## src/rtl/igr_pkg.sv

```systemverilog
// shared types, register codes and constants of the integer gelu requant core
package igr_pkg;

  localparam int NumStages = 7;
  localparam int CfgDataW  = 32;
  localparam int RegIdxW   = 3;
  localparam int XW        = 17;
  localparam int HW        = 17;
  localparam int SqW       = 15;

  typedef enum logic [RegIdxW-1:0] {
    REG_CLIP_BOUND      = 3'd0,
    REG_UNIT_VALUE      = 3'd1,
    REG_IN_OFFSET       = 3'd2,
    REG_OUT_OFFSET      = 3'd3,
    REG_RQ_MULTIPLIER   = 3'd4,
    REG_RQ_ADDEND       = 3'd5,
    REG_RQ_SHIFT_AMOUNT = 3'd6
  } reg_idx_t;

  typedef struct packed {
    logic signed [7:0]  clip_bound;
    logic signed [15:0] unit_value;
    logic signed [15:0] in_offset;
    logic signed [15:0] out_offset;
    logic signed [31:0] rq_multiplier;
    logic signed [31:0] rq_addend;
    logic [4:0]         rq_shift_amount;
  } cfg_t;

  localparam cfg_t CfgReset = '{
    clip_bound:      8'sd0,
    unit_value:      16'sd0,
    in_offset:       16'sd0,
    out_offset:      16'sd0,
    rq_multiplier:   32'sd1,
    rq_addend:       32'sd0,
    rq_shift_amount: 5'd0
  };

  localparam logic signed [31:0] SatHi = 32'sd127;
  localparam logic signed [31:0] SatLo = -32'sd128;

endpackage

```

## src/rtl/igr_in_if.sv

```systemverilog
// input channel of the gelu core: one activation and its last flag per transfer
interface igr_in_if;
  logic              valid;
  logic              ready;
  logic signed [7:0] sample;
  logic              last_in;

  modport source (output valid, output sample, output last_in, input ready);
  modport sink (input valid, input sample, input last_in, output ready);
endinterface

```

## src/rtl/igr_out_if.sv

```systemverilog
// output channel of the gelu core: one saturated result and its last flag per transfer
interface igr_out_if;
  logic              valid;
  logic              ready;
  logic signed [7:0] activation;
  logic              last_out;

  modport source (output valid, output activation, output last_out, input ready);
  modport sink (input valid, input activation, input last_out, output ready);
endinterface

```

## src/rtl/int8_gelu_requant_core.sv

```systemverilog
// top level of the integer gelu core with requantization
//
//   channel   dir  payload                        transfer when
//   samples   in   sample[7:0] s, last_in         valid && ready
//   results   out  activation[7:0] s, last_out    valid && ready
//   cfg       in   cfg_index[2:0], cfg_data[31:0] cfg_we
//
// seven register stages, one item per cycle while the results channel is not stalled
// synchronous active-high reset clears the valid bits and loads register defaults
// each stage holds while the one after it is full and stalled; empty stages still fill
// config writes take effect on the next cycle and apply to items in flight
module int8_gelu_requant_core
  import igr_pkg::*;
(
  input  logic                clk,
  input  logic                rst,
  input  logic                cfg_we,
  input  logic [RegIdxW-1:0]  cfg_index,
  input  logic [CfgDataW-1:0] cfg_data,
  igr_in_if.sink              samples,
  igr_out_if.source           results
);

  cfg_t                  cfg;
  logic [NumStages:1]    valid;
  logic [NumStages:1]    last_pipe;
  logic [NumStages:1]    adv;
  logic signed [XW-1:0]  x;
  logic signed [HW-1:0]  h;
  logic signed [7:0]     act;

  always_ff @(posedge clk) begin
    if (rst) begin
      cfg <= CfgReset;
    end else if (cfg_we) begin
      unique case (reg_idx_t'(cfg_index))
        REG_CLIP_BOUND:      cfg.clip_bound      <= cfg_data[7:0];
        REG_UNIT_VALUE:      cfg.unit_value      <= cfg_data[15:0];
        REG_IN_OFFSET:       cfg.in_offset       <= cfg_data[15:0];
        REG_OUT_OFFSET:      cfg.out_offset      <= cfg_data[15:0];
        REG_RQ_MULTIPLIER:   cfg.rq_multiplier   <= cfg_data[31:0];
        REG_RQ_ADDEND:       cfg.rq_addend       <= cfg_data[31:0];
        REG_RQ_SHIFT_AMOUNT: cfg.rq_shift_amount <= cfg_data[4:0];
        default: ;
      endcase
    end
  end

  // a stage moves when it is empty or the next one moves
  always_comb begin
    adv[NumStages] = !valid[NumStages] || results.ready;
    for (int k = NumStages - 1; k >= 1; k--) begin
      adv[k] = !valid[k] || adv[k+1];
    end
  end

  always_ff @(posedge clk) begin
    if (rst) begin
      valid <= '0;
    end else begin
      if (adv[1]) begin
        valid[1] <= samples.valid;
      end
      for (int k = 2; k <= NumStages; k++) begin
        if (adv[k]) begin
          valid[k] <= valid[k-1];
        end
      end
    end
  end

  always_ff @(posedge clk) begin
    if (adv[1]) begin
      last_pipe[1] <= samples.last_in;
    end
    for (int k = 2; k <= NumStages; k++) begin
      if (adv[k]) begin
        last_pipe[k] <= last_pipe[k-1];
      end
    end
  end

  igr_poly u_poly (
    .clk    (clk),
    .adv    (adv[3:1]),
    .cfg    (cfg),
    .sample (samples.sample),
    .x      (x),
    .h      (h)
  );

  igr_requant u_requant (
    .clk        (clk),
    .adv        (adv[7:4]),
    .cfg        (cfg),
    .x          (x),
    .h          (h),
    .activation (act)
  );

  assign samples.ready      = adv[1];
  assign results.valid      = valid[NumStages];
  assign results.activation = act;
  assign results.last_out   = last_pipe[NumStages];

  a_backpressure_only_when_full: assert property (
    @(posedge clk) disable iff (rst)
    !samples.ready |-> (results.valid && !results.ready)
  ) else $error("input stalled while output side is not stalled");

  a_ready_through: assert property (
    @(posedge clk) disable iff (rst)
    results.ready |-> samples.ready
  ) else $error("input not ready although output drains");

  a_empty_after_reset: assert property (
    @(posedge clk)
    $past(rst) |-> !results.valid
  ) else $error("result valid right after reset");

endmodule

```

## src/rtl/igr_poly.sv

```systemverilog
// first three pipeline stages: input offset, clip, square term and gelu polynomial
module igr_poly
  import igr_pkg::*;
(
  input  logic                 clk,
  input  logic [2:0]           adv,
  input  cfg_t                 cfg,
  input  logic signed [7:0]    sample,
  output logic signed [XW-1:0] x,
  output logic signed [HW-1:0] h
);

  logic signed [XW-1:0]  s1_x;
  logic signed [XW-1:0]  s2_x;
  logic signed [XW-1:0]  s3_x;
  logic                  s2_pos;
  logic                  s2_neg;
  logic [SqW-1:0]        s2_sq;
  logic signed [HW-1:0]  s3_h;

  logic signed [XW-1:0]  x_sum;
  logic [XW-1:0]         x_abs;
  logic signed [8:0]     lim;
  logic                  use_lim;
  logic signed [9:0]     d;
  logic signed [19:0]    d_sq;
  logic signed [17:0]    unit_ext;
  logic signed [17:0]    t;
  logic signed [17:0]    poly;
  logic signed [17:0]    hsum;

  // stage 1: offset sample
  assign x_sum = $signed({{(XW-8){sample[7]}}, sample})
               + $signed({cfg.in_offset[15], cfg.in_offset});

  // stage 2: abs, clip and square
  always_comb begin
    x_abs   = s1_x[XW-1] ? unsigned'(-s1_x) : unsigned'(s1_x);
    lim     = 9'sd0 - $signed({cfg.clip_bound[7], cfg.clip_bound});
    use_lim = $signed({1'b0, x_abs}) > $signed({{(XW-8){lim[8]}}, lim});
    d       = use_lim ? 10'sd0
                      : $signed({1'b0, x_abs[8:0]})
                        + $signed({{2{cfg.clip_bound[7]}}, cfg.clip_bound});
    d_sq    = d * d;
  end

  // stage 3: polynomial and halved sum
  always_comb begin
    unit_ext = $signed({{2{cfg.unit_value[15]}}, cfg.unit_value});
    t        = unit_ext - $signed({3'b000, s2_sq});
    if (s2_pos) begin
      poly = t;
    end else if (s2_neg) begin
      poly = -t;
    end else begin
      poly = 18'sd0;
    end
    hsum = unit_ext + poly;
  end

  always_ff @(posedge clk) begin
    if (adv[0]) begin
      s1_x <= x_sum;
    end
    if (adv[1]) begin
      s2_x   <= s1_x;
      s2_pos <= !s1_x[XW-1] && (s1_x != '0);
      s2_neg <= s1_x[XW-1];
      s2_sq  <= d_sq[SqW-1:0];
    end
    if (adv[2]) begin
      s3_x <= s2_x;
      s3_h <= hsum[17:1];
    end
  end

  assign x = s3_x;
  assign h = s3_h;

endmodule

```

## src/rtl/igr_requant.sv

```systemverilog
// last four pipeline stages: gelu product, requant multiply, addend and round, shift, out offset and saturate
module igr_requant
  import igr_pkg::*;
(
  input  logic                 clk,
  input  logic [3:0]           adv,
  input  cfg_t                 cfg,
  input  logic signed [XW-1:0] x,
  input  logic signed [HW-1:0] h,
  output logic signed [7:0]    activation
);

  logic signed [XW+HW-1:0] prod;
  logic [31:0]             s4_y;
  logic [31:0]             s5_p;
  logic [31:0]             s6_acc;
  logic signed [7:0]       act;

  logic [31:0]             p;
  logic [31:0]             rnd;
  logic [31:0]             acc;
  logic signed [31:0]      shr;
  logic signed [31:0]      res;
  logic signed [7:0]       sat;

  assign prod = x * h;

  always_comb begin
    p   = s4_y * unsigned'(cfg.rq_multiplier);
    rnd = (cfg.rq_shift_amount != 5'd0) ? (32'd1 << (cfg.rq_shift_amount - 5'd1)) : 32'd0;
    acc = s5_p + unsigned'(cfg.rq_addend) + rnd;
    shr = $signed(s6_acc) >>> cfg.rq_shift_amount;
    res = shr + $signed({{16{cfg.out_offset[15]}}, cfg.out_offset});
    if (res > SatHi) begin
      sat = SatHi[7:0];
    end else if (res < SatLo) begin
      sat = SatLo[7:0];
    end else begin
      sat = res[7:0];
    end
  end

  always_ff @(posedge clk) begin
    if (adv[0]) begin
      s4_y <= prod[31:0];
    end
    if (adv[1]) begin
      s5_p <= p;
    end
    if (adv[2]) begin
      s6_acc <= acc;
    end
    if (adv[3]) begin
      act <= sat;
    end
  end

  assign activation = act;

endmodule

```

## src/flat_wrapper.sv

```systemverilog
// flat-port wrapper written by rule: the top's interface ports become plain ports
module int8_gelu_requant_core_flat import igr_pkg::*;
  (clk, rst, cfg_we, cfg_index, cfg_data, samples_valid, samples_sample, samples_last_in, samples_ready, results_valid, results_activation, results_last_out, results_ready);
  igr_in_if samples_i ();
  igr_out_if results_i ();
  input  logic clk;
  input  logic rst;
  input  logic cfg_we;
  input  logic [RegIdxW-1:0] cfg_index;
  input  logic [CfgDataW-1:0] cfg_data;
  input wire logic [$bits(samples_i.valid)-1:0] samples_valid;
  input wire logic [$bits(samples_i.sample)-1:0] samples_sample;
  input wire logic [$bits(samples_i.last_in)-1:0] samples_last_in;
  output wire logic [$bits(samples_i.ready)-1:0] samples_ready;
  output wire logic [$bits(results_i.valid)-1:0] results_valid;
  output wire logic [$bits(results_i.activation)-1:0] results_activation;
  output wire logic [$bits(results_i.last_out)-1:0] results_last_out;
  input wire logic [$bits(results_i.ready)-1:0] results_ready;
  assign samples_i.valid = samples_valid;
  assign samples_i.sample = samples_sample;
  assign samples_i.last_in = samples_last_in;
  assign samples_ready = samples_i.ready;
  assign results_valid = results_i.valid;
  assign results_activation = results_i.activation;
  assign results_last_out = results_i.last_out;
  assign results_i.ready = results_ready;
  int8_gelu_requant_core u_core (.clk(clk), .rst(rst), .cfg_we(cfg_we), .cfg_index(cfg_index), .cfg_data(cfg_data), .samples(samples_i), .results(results_i));
endmodule
```

## config.mk

```make
export PLATFORM = sky130hd
export DESIGN_NAME = int8_gelu_requant_core_flat
export DESIGN_NICKNAME = d
export VERILOG_FILES = /design/src/rtl/igr_pkg.sv /design/src/rtl/igr_in_if.sv /design/src/rtl/igr_out_if.sv /design/src/rtl/int8_gelu_requant_core.sv /design/src/rtl/igr_poly.sv /design/src/rtl/igr_requant.sv /design/src/flat_wrapper.sv
export SDC_FILE = /design/constraint.sdc
export NUM_CORES = 2
export LEC_CHECK = 0
export CAP_MARGIN = 0
export CORE_MARGIN = 3
export CORE_UTILIZATION = 45
export DETAILED_ROUTE_END_ITERATION = 10
export DONT_BUFFER_PORTS = 1
export HOLD_SLACK_MARGIN = 0.1
export PLACE_DENSITY = 0.68
export SETUP_SLACK_MARGIN = 0.3
export SLEW_MARGIN = 30
export SYNTH_ARGS = -nofsm -noshare
export SYNTH_HDL_FRONTEND = slang
export SYNTH_SLANG_ARGS = --single-unit
```

## constraint.sdc

```tcl
create_clock -name clk -period 7.7 [get_ports clk]
set_input_delay 0.385 -clock clk [delete_from_list [all_inputs] [get_ports clk]]
set_output_delay 0.385 -clock clk [all_outputs]
set_load 0.02 [all_outputs]
```

Yosys cells after proc, flatten, opt, wreduce, memory -nomap -nowiden
Cells that the tools add are included.
Word-level totals
  register bits after elaboration: 328
  output and inout port bits: 11
  word-level logic and storage cells: 89
Operators by class
  add/sub/neg operators: 11
  $mul: 3
  $lt $le $gt $ge: 3
  equal/unequal tests: 6
  shift operators: 2
  muxes and demuxes: 6
  reductions and logical operators: 26
Operators with widths (number)
  $add 32x32->32: 2
  $mux 18: 2
  $add 32x16->32: 1
  $gt 32x8->1 const B: 1
  $lt 32x8->1 const B: 1
  $mul 17x17->32: 1
  $mul 32x32->32: 1
  $mux 32: 1
  $shl 1x5->32 const A: 1
  $sshr 32x5->32: 1
  $add 16x18->18: 1
  $gt 18x9->1: 1
  $neg 17->18: 1
  $add 8x16->17: 1
  $mux 17: 1
  $neg 17->17: 1
  $reduce_bool 17->1: 1
  $sub 16x16->17: 1
  $mul 10x10->15: 1
  $reduce_and 2->1: 7
  $add 10x8->10: 1
  $mux 10: 1
  $eq 3x3->1 const B: 3
  $sub 1x8->9 const A: 1
  9 further kinds: 23

Logic depth before layout (Yosys ltp)
  word-level depth: 8
  depth in mapped cells: 38

Cells and area by module
A second synthesis with hierarchy kept.
Unflattened totals
  cell total of the unflattened synthesis: 5307
  area total of the unflattened synthesis: 49058.3 sq um
Modules (own cells, without submodules)
  igr_requant: times used 1, cells each 3790, area an instance 35119.9 sq um, seq. area each 3123.0 sq um
  igr_poly: times used 1, cells each 924, area an instance 9001.1 sq um, seq. area each 2492.4 sq um
  int8_gelu_requant_core: times used 1, cells each 593, area an instance 4937.2 sq um, seq. area each 2852.7 sq um

Least setup slack after synthesis
OpenSTA, ideal clock, no wires.
  path type: reg-to-reg
  from: register u_core.u_poly.s1_x[3]
  to: register u_core.u_poly.s2_sq[14], data pin
  arrival: 7.974 ns
  required time: 7.442 ns
  setup slack: -0.531 ns
  cell stages (with the launch flop): 37
  path buffers: 1
  clock period less this slack: 8.231 ns
  path through: edfxtp_1 or4_1 or4_1 or3_1 or2_2 o21ai_0 xnor2_1 ha_1 nand4_1 nor2_1 a211oi_1 o21ai_0 a21o_1 a31oi_1 clkbuf_1 nand2_1 inv_2 nand2_1 fa_1 fa_1 inv_1 ha_1 fa_1 inv_1 fa_1 inv_1 ha_1 inv_1 o21bai_1 a21oi_1 o21bai_1 a21oi_1 o21ai_0 nor4_1 nor3_1 xnor2_1 xnor2_1
On the way
  cells in the longest elaborated chain, start to end: 5
Ends and longest elaborated chain
  start: declaration: line igr_poly.sv:13  | logic signed [XW-1:0] s1_x;
  start signal: assignment: line igr_poly.sv:63  | s1_x <= x_sum;
  $neg 17->17: line igr_poly.sv:38  | x_abs = s1_x[XW-1] ? unsigned'(-s1_x) : unsigned'(s1_x);
  $mux 17 *: line igr_poly.sv:38
  $gt 18x9->1 / $add 10x8->10 (equally long branches): line igr_poly.sv:40, igr_poly.sv:43
  $mux 10 *: line igr_poly.sv:41  | d = use_lim ? 10'sd0
  $mul 10x10->15 *: line igr_poly.sv:44  | d_sq = d * d;
  named net u_core.u_poly.d_sq[14]: line igr_poly.sv:26  | logic signed [19:0] d_sq;
  end signal: assignment: line igr_poly.sv:69  | s2_sq <= d_sq[SqW-1:0];
  end: declaration: line igr_poly.sv:18  | logic [SqW-1:0] s2_sq;
Mark *: on every way through the listed nets, which the timed path passes. The rest lies on a longest branch.
A chain may end at the register's enable or synchronous reset.

Worst setup path after layout
  from: register u_core.u_poly.s1_x[6]
  to: register u_core.u_poly.s2_sq[13], data pin
The elaborated chain is that of the path after synthesis.

==> impl.org <==
** Worst setup path
- Critical path class :: register to register
- The slowest stage of the critical path belongs to the cell or4_4.
- Highest fanout seen on the critical path :: 4
- STA classifies the critical path endpoint as a register.
- By instance count, the cell type seen most on the critical path is fa_1.
- Largest incremental delay on the critical path :: approximately 0.55 ns
- The worst register-to-register path has a depth of 38.
- Launching element type of the critical path :: register
- Critical path required time :: ~8 ns
- At the worst endpoint, the arrival time is 8.16 ns.

** Status
- The flow ran to the end, but the final reports show violations.
- Violated checks :: setup timing

** Synthesis
- Biggest area contributors in the synthesized netlist :: fa_1, edfxtp_1, ha_1, inv_1, nand2_1
- The Yosys step of the flow raised 0 warnings.
- Proportion of register bits with asynchronous set or reset after synthesis :: 0%
- Counting flops and latches in the post-synthesis netlist gives about 330.
- Number of distinct library cells after synthesis :: 85
- Synthesized area per cell :: roughly 9.0 µm²
- Fraction of post-synthesis cell area in the top cell type by area :: 32.3%
- Combined area of all synthesized cells :: slightly below 0.05 mm²
- Cell type with the largest total area after synthesis :: fa_1
- Post-synthesis cell count :: roughly 5,400
- Sequential element share of the synthesized area :: roughly 18%
- Post-synth EDFFs :: 194
- The number of nets in the synthesized netlist is 6,591.
- Synth Flop Type :: edfxtp_1

** Final layout
- Most frequent cells in the layout :: inv_1, nand2_1, fa_1
- The finished cells cover approximately 0.053 mm².
- For this run, the post-layout net count is approximately 6,600.
- Area delta synth->final :: 9.25%
- Share of cells above drive strength 1 :: slightly below 7%
- Fillers :: about 9,800
- Commonest non-fill, non-tap cell in the layout :: inv_1

** Global routing
- Antenna violations before repair :: 8
- Total global-route track usage :: a little under a quarter
- First-pass GRT wire length :: just over 200,000 µm
- The total overflow left after global routing is 0.
- Via count of the first global-routing pass :: 37,500
- Entering global routing, the biggest net connects 133 pins.

** STA
- In this run the tightest slew margin relative to its limit is a little over a third.
- At the pin with the least slew margin, the transition time is roughly 0.96 ns.
- Final period demand of the worst path :: around 7.8 ns
- In the post-route analysis, the smallest setup slack over all paths is -0.123 ns.
- Maximum frequency from static timing analysis :: between 0.1 and 0.15 GHz
- Setup violations remaining at the end of the flow were counted as 2.
- Setup repair after global routing could not meet its margin everywhere.
- The number of pins exceeding their max-slew limit in the final report came to 0.
- Total count of hold-check failures in the final report :: 0
- Of the available clock period, the critical path in the final layout requires 102%.
- On the final layout, the worst clock skew is about 0.029 ns.

** CTS
- TritonCTS built the clock tree.
- CTS Buffer Depth :: 3
- Clock tree synthesis inserted a total of 39 buffers.
- Source-to-sink clock delay at the later pin of the worst-skew pair :: 0.59 ns
- The H-tree generated during clock tree synthesis spans 2 levels.
- Master cell of the clock root buffer :: clkbuf_16
- Clock tree synthesis found a total of roughly 330 sinks.
- Clock-pin slew was measured on the worst setup and hold paths at 0.06 ns.

** Min path
- Path category of the worst min-delay check :: input port to register
- Cells on Worst Hold Path :: 2

** Place
- RD Place Congestion :: 0.904
- Buffers placed on the I/O ports in this run total 0.
- Cell area after placement :: roughly 0.05 mm²
- Detailed placement ended at an HPWL of around 100,000 µm.

** Routing
- Average via count per standard cell :: about 5.3
- DRC violations left :: 0
- Pre-Repair DR Iteration Count :: 5
- Detail-routed net length per standard cell :: ~18 µm
- Remaining antenna violation count after routing :: 0
- Vias after detailed routing :: 36,500
- After the first detailed-routing iteration, the DRC count stood at roughly 2,600.
- After detailed routing, the total wire length is 125,000 µm.

** Floorplanning
- Initial standard-cell utilization of the core :: 45.6%
- After floorplanning, the core was sized to cover 0.106 mm².
- Chip height :: ~330 µm
- The floorplan has 119 rows.
- The floorplan step defined a die boundary enclosing approximately 0.11 mm².
- From left edge to right edge, the die measures around 330 µm.
- Ports placed on the boundary :: 60

** Flow run
- Number of max-cap violations :: 0
metrics by stage:
stage	setup WS [ns]	cells	TNS [ns]	hold WS, ns	utilization, %
final	-0.123	6853	-0.226	0.219	49.8
after global routing	-0.534	6848	-1.40	0.218	49.8
after CTS	-0.0993	6828	-0.183	0.173	49.6
after detailed placement	-0.338	6701	-0.580	0.405	47.7
after global placement	-0.163	6701	-0.285	0.401	47.7
after floorplan	0.142	5385	0	0.400	-
path summary, 6_finish.rpt:
check,startpoint,endpoint,slack [ns]
worst min register to register,u_core.u_poly.s2_x[4]$_DFFE_PP_,u_core.u_poly.x[4]$_DFFE_PP_,0.42
worst min-delay path,samples_sample[7],u_core.u_poly.s1_x[9]$_DFFE_PP_,0.22
worst max-delay path,u_core.u_poly.s1_x[6]$_DFFE_PP_,u_core.u_poly.s2_sq[13]$_DFFE_PP_,-0.12
worst max register to register,u_core.u_poly.s1_x[6]$_DFFE_PP_,u_core.u_poly.s2_sq[13]$_DFFE_PP_,-0.12
registers in the layout, summed over array words and instances, names as in the netlist, 17 cells and up:
register                 count
u_core.cfg                 125
u_core.u_requant.s4_y       32
u_core.u_poly.s2_x          17
u_core.u_poly.h             17
u_core.u_requant.s6_acc     32
u_core.u_poly.x             17
u_core.u_requant.s5_p       32
u_core.u_poly.s1_x          17
per-layer routing:
metal | GRT usage (%) | routed length (µm)
met5 | 0 | 27
met4 | 7.00 | 4180
met3 | 4.90 | 10100
met2 | 37.7 | 58300
met1 | 30.2 | 52500
cell families (layout without fill, tap and decap cells):
kind of cell	after synthesis	in the layout	synth area share [%]
flip-flops	326	326	17.5
AND/OR/NAND/NOR	1720	1720	16.2
adder cells (fa/ha/maj)	1159	1159	42.1
buffers and inverters	1187	1258	9.23
AO/OA/AOI/OAI	661	661	8.40
multiplexers	68	68	1.85
other	0	6	0
XOR/XNOR	264	264	4.78
synthesized netlist by cell type, types with 11 or more instances:
library cell    n
or3_1          15
nand2_1       954
a31oi_1        19
clkbuf_1      218
and3_1         30
o21ai_1        18
nor2_1        193
o211ai_1       11
inv_1         954
a21o_1         65
nor3_1         69
xnor2_1       209
o21a_1         27
mux2i_1        39
o21bai_1       31
and2_1        284
a211oi_1       14
fa_1          780
o21ai_0       112
edfxtp_1      194
nor2b_1        30
nand3_1        44
mux2_2         13
mux4_2         16
dfxtp_1       132
nand2b_1       43
a21oi_1       280
xor2_1         55
ha_1          377
repair_timing:
| action | 4_1_cts | 5_1_grt |
|---|---|---|
| hold buffers | 39 | 0 |
| pin swaps | 24 | 17 |
| gates resized for setup | 31 | 32 |
| endpoints found under the hold margin | 134 | 0 |
| setup buffers | 16 | 19 |
| cloned | 0 | 0 |
| setup endpoints to repair | 6 | 11 |
layout make-up:
cell class              count  area, µm²  share of cell area, %
flip-flops and latches    326       8480                   16.1
inverters                 958       3610                   6.82
multi-input cells        3872      35800                   67.7
well taps                1391       1740                   3.29
clock inverters            17        154                  0.291
clock buffers              55       1190                   2.26
diodes                      6       15.0                 0.0284
repair buffers            228       1860                   3.51
critical path: cells and delay by family, from the launching register on:
family                   cells  cell delay (ns)
adder cells (fa/ha/maj)      7             2.74
AO/OA/AOI/OAI               10             1.54
flip-flops                   1             0.38
buffers and inverters        7             0.56
XOR/XNOR                     2             0.16
AND/OR/NAND/NOR             12             2.19
Power is not shown: default switching activity piles up to over one toggle a cycle in this logic, so the estimate is an artifact.
